<file path="src/hdl/tcld_pkg.sv">
// Shared types, codes and keyword tables for the text command line decoder.
package tcld_pkg;

    // Default sizing of the decoder.
    localparam int DEF_LAMP_COUNT = 32;
    localparam int DEF_LINE_LIMIT = 127;

    // Decoded command codes.
    typedef enum logic [3:0] {
        KIND_UNKNOWN  = 4'd0,
        KIND_SET_BITS = 4'd1,
        KIND_CLR_BITS = 4'd2,
        KIND_ON       = 4'd3,
        KIND_OFF      = 4'd4,
        KIND_ALL_ON   = 4'd5,
        KIND_ALL_OFF  = 4'd6,
        KIND_STATUS   = 4'd7,
        KIND_HELP     = 4'd8
    } cmd_kind_t;

    // Parse phases of one line.
    typedef enum logic [6:0] {
        PH_KEY    = 7'b0000001,
        PH_SPACE  = 7'b0000010,
        PH_SIGNED = 7'b0000100,
        PH_ZERO   = 7'b0001000,
        PH_DIGITS = 7'b0010000,
        PH_TAIL   = 7'b0100000,
        PH_FAIL   = 7'b1000000
    } phase_t;

    // Per-line parse state, apart from the byte position.
    typedef struct packed {
        logic [7:0]  cand;
        phase_t      phase;
        logic [31:0] value;
        logic        neg;
        logic        digit;
        logic        ovf;
        logic        stopped;
    } line_state_t;

    // One decoded command.
    typedef struct packed {
        cmd_kind_t   kind;
        logic [31:0] mask;
        logic [5:0]  index;
    } result_t;

    localparam line_state_t LINE_RESET = '{
        cand:    8'hFF,
        phase:   PH_KEY,
        value:   32'd0,
        neg:     1'b0,
        digit:   1'b0,
        ovf:     1'b0,
        stopped: 1'b0
    };

    // Character codes used by the parser.
    localparam logic [7:0] CH_NUL   = 8'h00;
    localparam logic [7:0] CH_TAB   = 8'h09;
    localparam logic [7:0] CH_LF    = 8'h0A;
    localparam logic [7:0] CH_VT    = 8'h0B;
    localparam logic [7:0] CH_FF    = 8'h0C;
    localparam logic [7:0] CH_CR    = 8'h0D;
    localparam logic [7:0] CH_SPACE = 8'h20;
    localparam logic [7:0] CH_PLUS  = 8'h2B;
    localparam logic [7:0] CH_MINUS = 8'h2D;

    // Keyword text, padded with NUL, in command code order.
    localparam logic [7:0] KW_TEXT [8][8] = '{
        '{"M", "A", "S", "K", "_", "S", "E", "T"},
        '{"M", "A", "S", "K", "_", "C", "L", "R"},
        '{"O", "N", 8'h00, 8'h00, 8'h00, 8'h00, 8'h00, 8'h00},
        '{"O", "F", "F", 8'h00, 8'h00, 8'h00, 8'h00, 8'h00},
        '{"A", "L", "L", "_", "O", "N", 8'h00, 8'h00},
        '{"A", "L", "L", "_", "O", "F", "F", 8'h00},
        '{"S", "T", "A", "T", "U", "S", 8'h00, 8'h00},
        '{"H", "E", "L", "P", 8'h00, 8'h00, 8'h00, 8'h00}
    };

    localparam logic [3:0] KW_LEN [8] = '{
        4'd8, 4'd8, 4'd2, 4'd3, 4'd6, 4'd7, 4'd6, 4'd4
    };

endpackage

</file>
<file path="src/hdl/tcld_step.sv">
// Per-byte next-state logic and command decode of the text command line decoder.
module tcld_step
    import tcld_pkg::*;
#(
    parameter int LAMP_COUNT = DEF_LAMP_COUNT,
    parameter int LINE_LIMIT = DEF_LINE_LIMIT,
    localparam int POS_W = $clog2(LINE_LIMIT + 1)
) (
    input  line_state_t      cur,
    input  logic [POS_W-1:0] cur_pos,
    input  logic [7:0]       ch,
    output line_state_t      nxt,
    output logic [POS_W-1:0] nxt_pos,
    output result_t          res
);

    logic        take;
    logic        stop_byte;
    logic        is_ws;
    logic        hex;
    logic        dec_ok;
    logic        lc_ok;
    logic        uc_ok;
    logic        dvalid;
    logic [3:0]  dval;
    logic [31:0] acc_value;
    logic        acc_ovf;
    logic [7:0]  kw_hit;
    logic [7:0]  kw_cand;
    logic [3:0]  kw_done;
    logic [7:0]  kw_single;

    // Byte classification.
    assign take      = !cur.stopped && (cur_pos < POS_W'(LINE_LIMIT));
    assign stop_byte = (ch == CH_NUL) || (ch == CH_CR) || (ch == CH_LF);
    assign is_ws     = (ch == CH_SPACE) || (ch == CH_TAB) || (ch == CH_VT) || (ch == CH_FF);
    assign hex       = cur.cand[0] || cur.cand[1];
    assign dec_ok    = (ch >= "0") && (ch <= "9");
    assign lc_ok     = (ch >= "a") && (ch <= "f");
    assign uc_ok     = (ch >= "A") && (ch <= "F");
    assign dvalid    = dec_ok || (hex && (lc_ok || uc_ok));

    always_comb begin
        if (dec_ok) begin
            dval = 4'(ch - "0");
        end else if (lc_ok) begin
            dval = 4'(ch - "a" + 8'd10);
        end else begin
            dval = 4'(ch - "A" + 8'd10);
        end
    end

    // Accumulate one digit; a value above 28 bits can take no further digit.
    always_comb begin
        acc_value = cur.value;
        acc_ovf   = cur.ovf;
        if (!cur.ovf) begin
            if (cur.value > 32'h0FFF_FFFF) begin
                acc_ovf = 1'b1;
            end else if (hex) begin
                acc_value = {cur.value[27:0], dval};
            end else begin
                acc_value = (cur.value << 3) + (cur.value << 1) + 32'(dval);
            end
        end
    end

    // Keyword match at the current byte position.
    always_comb begin
        for (int k = 0; k < 8; k++) begin
            kw_hit[k] = (cur_pos < POS_W'(KW_LEN[k])) && (KW_TEXT[k][cur_pos[2:0]] == ch);
        end
        kw_cand = cur.cand & kw_hit;
        for (int k = 0; k < 4; k++) begin
            kw_done[k] = kw_cand[k] && (cur_pos == POS_W'(KW_LEN[k] - 4'd1));
        end
        // Lowest completed number keyword wins.
        kw_single = 8'd0;
        for (int k = 3; k >= 0; k--) begin
            if (kw_done[k]) begin
                kw_single = 8'(1 << k);
            end
        end
    end

    // Next line state for the byte.
    always_comb begin
        nxt     = cur;
        nxt_pos = cur_pos;
        if (take) begin
            if (stop_byte) begin
                nxt.stopped = 1'b1;
            end else begin
                nxt_pos = cur_pos + 1'b1;
                unique case (cur.phase)
                    PH_KEY: begin
                        if (kw_cand == 8'd0) begin
                            nxt.cand  = kw_cand;
                            nxt.phase = PH_FAIL;
                        end else if (kw_done != 4'd0) begin
                            nxt.cand  = kw_single;
                            nxt.phase = PH_SPACE;
                        end else begin
                            nxt.cand = kw_cand;
                        end
                    end
                    PH_SPACE, PH_SIGNED: begin
                        if ((cur.phase == PH_SPACE) && is_ws) begin
                            nxt.phase = PH_SPACE;
                        end else if ((cur.phase == PH_SPACE) && (ch == CH_PLUS)) begin
                            nxt.phase = PH_SIGNED;
                        end else if ((cur.phase == PH_SPACE) && (ch == CH_MINUS)) begin
                            nxt.neg   = 1'b1;
                            nxt.phase = PH_SIGNED;
                        end else if (dvalid) begin
                            nxt.digit = 1'b1;
                            nxt.value = acc_value;
                            nxt.ovf   = acc_ovf;
                            nxt.phase = (hex && (ch == "0")) ? PH_ZERO : PH_DIGITS;
                        end else begin
                            nxt.phase = PH_FAIL;
                        end
                    end
                    PH_ZERO: begin
                        if ((ch == "x") || (ch == "X")) begin
                            nxt.phase = PH_DIGITS;
                        end else if (dvalid) begin
                            nxt.digit = 1'b1;
                            nxt.value = acc_value;
                            nxt.ovf   = acc_ovf;
                            nxt.phase = PH_DIGITS;
                        end else begin
                            nxt.phase = PH_TAIL;
                        end
                    end
                    PH_DIGITS: begin
                        if (dvalid) begin
                            nxt.digit = 1'b1;
                            nxt.value = acc_value;
                            nxt.ovf   = acc_ovf;
                        end else begin
                            nxt.phase = PH_TAIL;
                        end
                    end
                    default: begin
                        nxt.phase = cur.phase;
                    end
                endcase
            end
        end
    end

    // Command decode from the state after the byte.
    always_comb begin
        res.kind  = KIND_UNKNOWN;
        res.mask  = 32'd0;
        res.index = 6'd0;
        if (nxt.phase == PH_KEY) begin
            for (int k = 4; k < 8; k++) begin
                if (nxt.cand[k] && (nxt_pos == POS_W'(KW_LEN[k]))) begin
                    res.kind = cmd_kind_t'(4'(k + 1));
                end
            end
        end else if (((nxt.phase == PH_ZERO) || (nxt.phase == PH_DIGITS) ||
                      (nxt.phase == PH_TAIL)) && nxt.digit) begin
            if (nxt.cand[1:0] != 2'b00) begin
                res.kind = nxt.cand[0] ? KIND_SET_BITS : KIND_CLR_BITS;
                if (nxt.ovf) begin
                    res.mask = 32'hFFFF_FFFF;
                end else if (nxt.neg) begin
                    res.mask = 32'd0 - nxt.value;
                end else begin
                    res.mask = nxt.value;
                end
            end else if (!nxt.neg && !nxt.ovf && (nxt.value != 32'd0) &&
                         (nxt.value <= 32'(LAMP_COUNT))) begin
                res.kind  = nxt.cand[2] ? KIND_ON : KIND_OFF;
                res.index = nxt.value[5:0];
            end
        end
    end

endmodule

</file>
<file path="src/hdl/text_command_line_decoder.sv">
// Top level of the text command line decoder: line state, result register and handshake.
// Throughput: one byte per cycle; a byte is taken whenever the result register is free.
// The command appears on m_valid in the cycle after the line's last byte is taken.
// The per-byte keyword match and digit accumulation fit between the state and result registers.
// Reset (aresetn low, synchronous) clears the line state and empties the result register.
module text_command_line_decoder
    import tcld_pkg::*;
#(
    parameter int LAMP_COUNT = DEF_LAMP_COUNT,
    parameter int LINE_LIMIT = DEF_LINE_LIMIT
) (
    input  logic        aclk,
    input  logic        aresetn,
    input  logic        s_valid,
    output logic        s_ready,
    input  logic [7:0]  s_ch,
    input  logic        s_line_end,
    output logic        m_valid,
    input  logic        m_ready,
    output logic [3:0]  m_cmd_kind,
    output logic [31:0] m_lamp_mask,
    output logic [5:0]  m_lamp_index
);

    localparam int POS_W = $clog2(LINE_LIMIT + 1);

    line_state_t      state_reg;
    line_state_t      state_next;
    logic [POS_W-1:0] pos_reg;
    logic [POS_W-1:0] pos_next;
    result_t          res;
    logic             m_valid_reg;
    result_t          result_reg;
    logic             s_xfer;

    // Next-state and decode logic for the incoming byte.
    tcld_step #(
        .LAMP_COUNT(LAMP_COUNT),
        .LINE_LIMIT(LINE_LIMIT)
    ) u_step (
        .cur    (state_reg),
        .cur_pos(pos_reg),
        .ch     (s_ch),
        .nxt    (state_next),
        .nxt_pos(pos_next),
        .res    (res)
    );

    // A byte may enter whenever the result register is empty or being drained.
    assign s_ready = !m_valid_reg || m_ready;
    assign s_xfer  = s_valid && s_ready;

    // Line state; the line's last byte returns it to the start of a line.
    always_ff @(posedge aclk) begin
        if (!aresetn) begin
            state_reg <= LINE_RESET;
            pos_reg   <= '0;
        end else if (s_xfer) begin
            if (s_line_end) begin
                state_reg <= LINE_RESET;
                pos_reg   <= '0;
            end else begin
                state_reg <= state_next;
                pos_reg   <= pos_next;
            end
        end
    end

    // Result valid flag.
    always_ff @(posedge aclk) begin
        if (!aresetn) begin
            m_valid_reg <= 1'b0;
        end else if (s_xfer && s_line_end) begin
            m_valid_reg <= 1'b1;
        end else if (m_ready) begin
            m_valid_reg <= 1'b0;
        end
    end

    // Result payload, loaded on the line's last byte.
    always_ff @(posedge aclk) begin
        if (s_xfer && s_line_end) begin
            result_reg <= res;
        end
    end

    assign m_valid      = m_valid_reg;
    assign m_cmd_kind   = result_reg.kind;
    assign m_lamp_mask  = result_reg.mask;
    assign m_lamp_index = result_reg.index;

endmodule

</file>
<file path="config.mk">
export PLATFORM = sky130hd
export DESIGN_NAME = text_command_line_decoder
export DESIGN_NICKNAME = d
export VERILOG_FILES = /design/src/hdl/tcld_pkg.sv /design/src/hdl/tcld_step.sv /design/src/hdl/text_command_line_decoder.sv
export SDC_FILE = /design/constraint.sdc
export NUM_CORES = 1
export LEC_CHECK = 0
export CAP_MARGIN = 20
export CORE_MARGIN = 8
export CORE_UTILIZATION = 49
export CTS_CLUSTER_DIAMETER = 60
export CTS_CLUSTER_SIZE = 8
export DETAILED_ROUTE_END_ITERATION = 8
export DONT_BUFFER_PORTS = 1
export SYNTH_ARGS = -nofsm -noshare
export SYNTH_HDL_FRONTEND = slang
export SYNTH_SLANG_ARGS = --single-unit
</file>
<file path="constraint.sdc">
create_clock -name aclk -period 7.5 [get_ports aclk]
set_clock_uncertainty 0.2 [all_clocks]
set_input_delay 0.375 -clock aclk [delete_from_list [all_inputs] [get_ports aclk]]
set_output_delay 0.375 -clock aclk [all_outputs]
set_load 0.02 [all_outputs]
</file>
==> flow_metrics.env <==
export IMPL_status="complete, no violations"
export IMPL_synth_edf_count=42
export IMPL_grt_max_degree=51
export IMPL_netlist_instances=1222
export IMPL_setup_slack_ns=1.77
export IMPL_die_x_um=159
export IMPL_clk_pin_slew_worst_paths_ns=0.07
export IMPL_fin_setup_tns_ns=0
export IMPL_regArea_um2=2440
export IMPL_syn_nets=1312
export IMPL_nFillCells=1972
export IMPL_drt_iter0_markers=1093
export IMPL_synth_seq_cells=101
export IMPL_netlist_area_um2=10000
export IMPL_core_um2=20200
export IMPL_layout_nets=1262
export IMPL_r2r_start="pos_reg[1]"
export IMPL_power_density_nw_per_um2=126
export IMPL_dieArea_um2=25300
export IMPL_antennaDiodeCount=0
export IMPL_worst_slew_pin_slew_ns=1.05
export IMPL_avgSynthCellArea_um2=8.20
export IMPL_grt_usage_pct=24.9
export IMPL_rows=52
export IMPL_cts_resized=0
export IMPL_htreeDepth=3
export IMPL_arrival_ns=5.68
export IMPL_cts_max_path_buffers=2
export IMPL_ant_nets=0
export IMPL_worstRegToRegCells=13
export IMPL_place_hpwl_um=24100
export IMPL_multi_input_area_um2=7070
export IMPL_grt_pass1_wl_um=51000
export IMPL_relSlewSlack_pct=29.2
export IMPL_antenna_found_initial=0
export IMPL_ir_drop_mv=0.115
export IMPL_period_minus_slack_ns=5.73
export IMPL_cts_num_sinks=101
export IMPL_drv_cap=0
export IMPL_grt_pass1_vias=8628
export IMPL_clock_latency_ns=0.36
export IMPL_holdPathStages=2
export IMPL_cts_setup_buffers=0
export IMPL_async_flop_share_pct=0
export IMPL_port_buffers=0
export IMPL_cp_start_kind="input pin"
export IMPL_gp_congestion=0.941
export IMPL_rsz0062_at_grt="false"
export IMPL_cp_end_kind="flop"
export IMPL_yosys_most_used_dff="dfxtp_1"
export IMPL_routed_via_count=9524
export IMPL_required_ns=7.46
export IMPL_wl_per_cell_um=22.3
export IMPL_initial_core_util_pct=49.7
export IMPL_hold_class="in -> reg"
export IMPL_hold_viol=0
export IMPL_overflow=0
export IMPL_firstDrtPassIters=6
export IMPL_area_growth_pct=4.22
export IMPL_path_max_fanout=17
export IMPL_cts_tree="done"
export IMPL_holdWs_ns=0.0382
export IMPL_numCtsBuffers=9
export IMPL_wl_um=32200
export IMPL_finalMaxSlewViolations=0
export IMPL_r2r_end="m_cmd_kind[2]"
export IMPL_clock_fmax_mhz=175
export IMPL_largest_register_ff_count=51
export IMPL_reg2reg_slack_ns=2.25
export IMPL_yosysWarningCount=0
export IMPL_pre_cts_ws_ns=1.51
export IMPL_num_io_pins=57
export IMPL_worstHoldEndpoint="state_reg[0]"
export IMPL_crit_start="s_ch[1]"
export IMPL_clockRootBuffer="clkbuf_16"
export IMPL_final_util_pct=51.8
export IMPL_fin_crit_sh_pct=76.4
export IMPL_ys_types=115
export IMPL_min_delay_start="aresetn"
export IMPL_setup_viol=0
export IMPL_drc=0
export IMPL_criticalPathCategory="in -> reg"
export IMPL_vias_per_cell=6.58
export IMPL_leakage_nw=3.84
export IMPL_fp_dieH_um=159
export IMPL_total_power_mw=1.32
export IMPL_ys_seq_area_share_pct=24.4
export IMPL_drive_above_1_share_pct=7.90
==> metal layers <==
layer	vias up	global-route usage (%)	routed length (µm)
li1	4518	-	-
met1	4517	38.8	15800
met2	455	33.3	12500
met3	34	5.58	3360
met4	0	5.53	520
met5	-	0	0
==> layout by cell type, fill, tap and decap left out, types with 5 or more instances in the layout <==
cell and n:
a211oi_1 15, nand3b_1 5, and3_1 11, nand3_1 29, and4_1 5, nand2_1 92, nor4_1 14, o21ai_0 70
clkbuf_16 9, a211o_1 9, nor3b_1 5, a31oi_1 18, xor2_1 23, edfxtp_1 42, and2_1 33, a21oi_1 106
o21a_1 11, nor2_1 88, or3_1 11, a41oi_1 5, dfxtp_1 59, ha_1 75, xnor2_1 46, o21ai_1 9
a21o_1 22, a22oi_1 31, or4_1 8, nand4_1 26, a22o_1 5, nand2b_1 13, o31ai_1 5, o211ai_1 18
mux2i_1 13, a21boi_0 5, nor3_1 22, buf_4 15, or2_2 6, inv_1 29, nor2b_1 36
==> worst max-delay path, cell delays in order <==
cell,delay (ns)
inv_1,0.10
ha_1,0.34
or2_2,0.17
a21oi_1,0.05
o21ai_0,0.34
fa_1,0.51
ha_1,0.32
a211oi_1,0.35
o211a_1,0.26
nor4_1,0.07
a2111oi_0,0.77
a311oi_2,0.16
a2111oi_2,0.44
and3_1,0.35
and3b_1,0.35
nand3_1,0.13
and4_1,0.23
a2111oi_2,0.36
==> final cells by class <==
cell class              instances  area share [%]
clock buffers                   9            2.16
clock inverters                 7            1.23
inverters                      30            1.08
multi-input cells            1014            67.6
flip-flops and latches        101            23.4
well taps                     270            3.23
repair buffers                 16            1.27
==> power breakdown <==
part / internal (mW) / switching [mW] / total [mW]
Clock: 0.332 / 0.230 / 0.562
Sequential: 0.584 / 0.0229 / 0.607
Combinational: 0.0523 / 0.0966 / 0.149
==> what timing repair did <==
action                                 4_1_cts  5_1_grt
endpoints found under the hold margin       43        0
setup endpoints to repair                    0        0
hold buffers                                 1        0
==> worst max-delay path by stage <==
stage | end | slack, ns | depth (start not counted)
6_report | m_lamp_mask[31] | 1.77 | 18
5_1_grt | m_lamp_mask[31] | 1.21 | 18
4_1_cts | m_lamp_mask[31] | 1.87 | 18
3_5_place_dp | m_lamp_mask[31] | 1.51 | 18
3_3_place_gp | m_lamp_mask[31] | 1.66 | 18
2_1_floorplan | m_lamp_mask[26] | 1.81 | 20
==> synth_stat cells, drive strengths merged, types with 6 or more instances <==
cell type    n  share of area, %
or3         12              0.76
xnor2       46               4.0
a21oi      108               5.4
mux2i       13               1.3
xor2        23               2.0
a211oi      16               1.2
nor4        19               1.6
nor3b        6              0.50
nor2b       36               2.2
inv         29               1.1
dfxtp       59                12
buf         26               1.8
a211o        9              0.79
o21a        11              0.82
a22oi       31               2.3
and2        37               2.3
a31oi       18               1.1
ha          75               9.4
and3        12              0.76
or2          7              0.44
edfxtp      42                13
or4         13               1.1
nand2       93               3.5
nor2        88               3.3
a2111oi      7              0.75
nand2b      14              0.90
clkbuf      51               2.4
and4         6              0.54
o211a        6              0.75
nand3       30               1.5
a41oi        6              0.52
a21o        22               1.6
nor3        25               1.5
o211ai      21               1.7
nand4       27               1.8
o21ai       81               4.1
==> cell families after synthesis <==
family / Yosys count / synth area share [%]
mux: 16 / 1.64
xor+xnor: 69 / 6.03
compound gates: 403 / 27.6
buf+inv: 107 / 5.31
flops: 101 / 24.4
simple gates: 449 / 25.3
fa+ha+maj: 77 / 9.76
==> stage by stage <==
step,instances,instance area [µm²]
after floorplan,1222,10000
after global routing,1447,10400
after global placement,1430,10100
after CTS,1447,10400
after detailed placement,1430,10100
final,1447,10400
No activity file was read; power rests on OpenSTA's default activity.
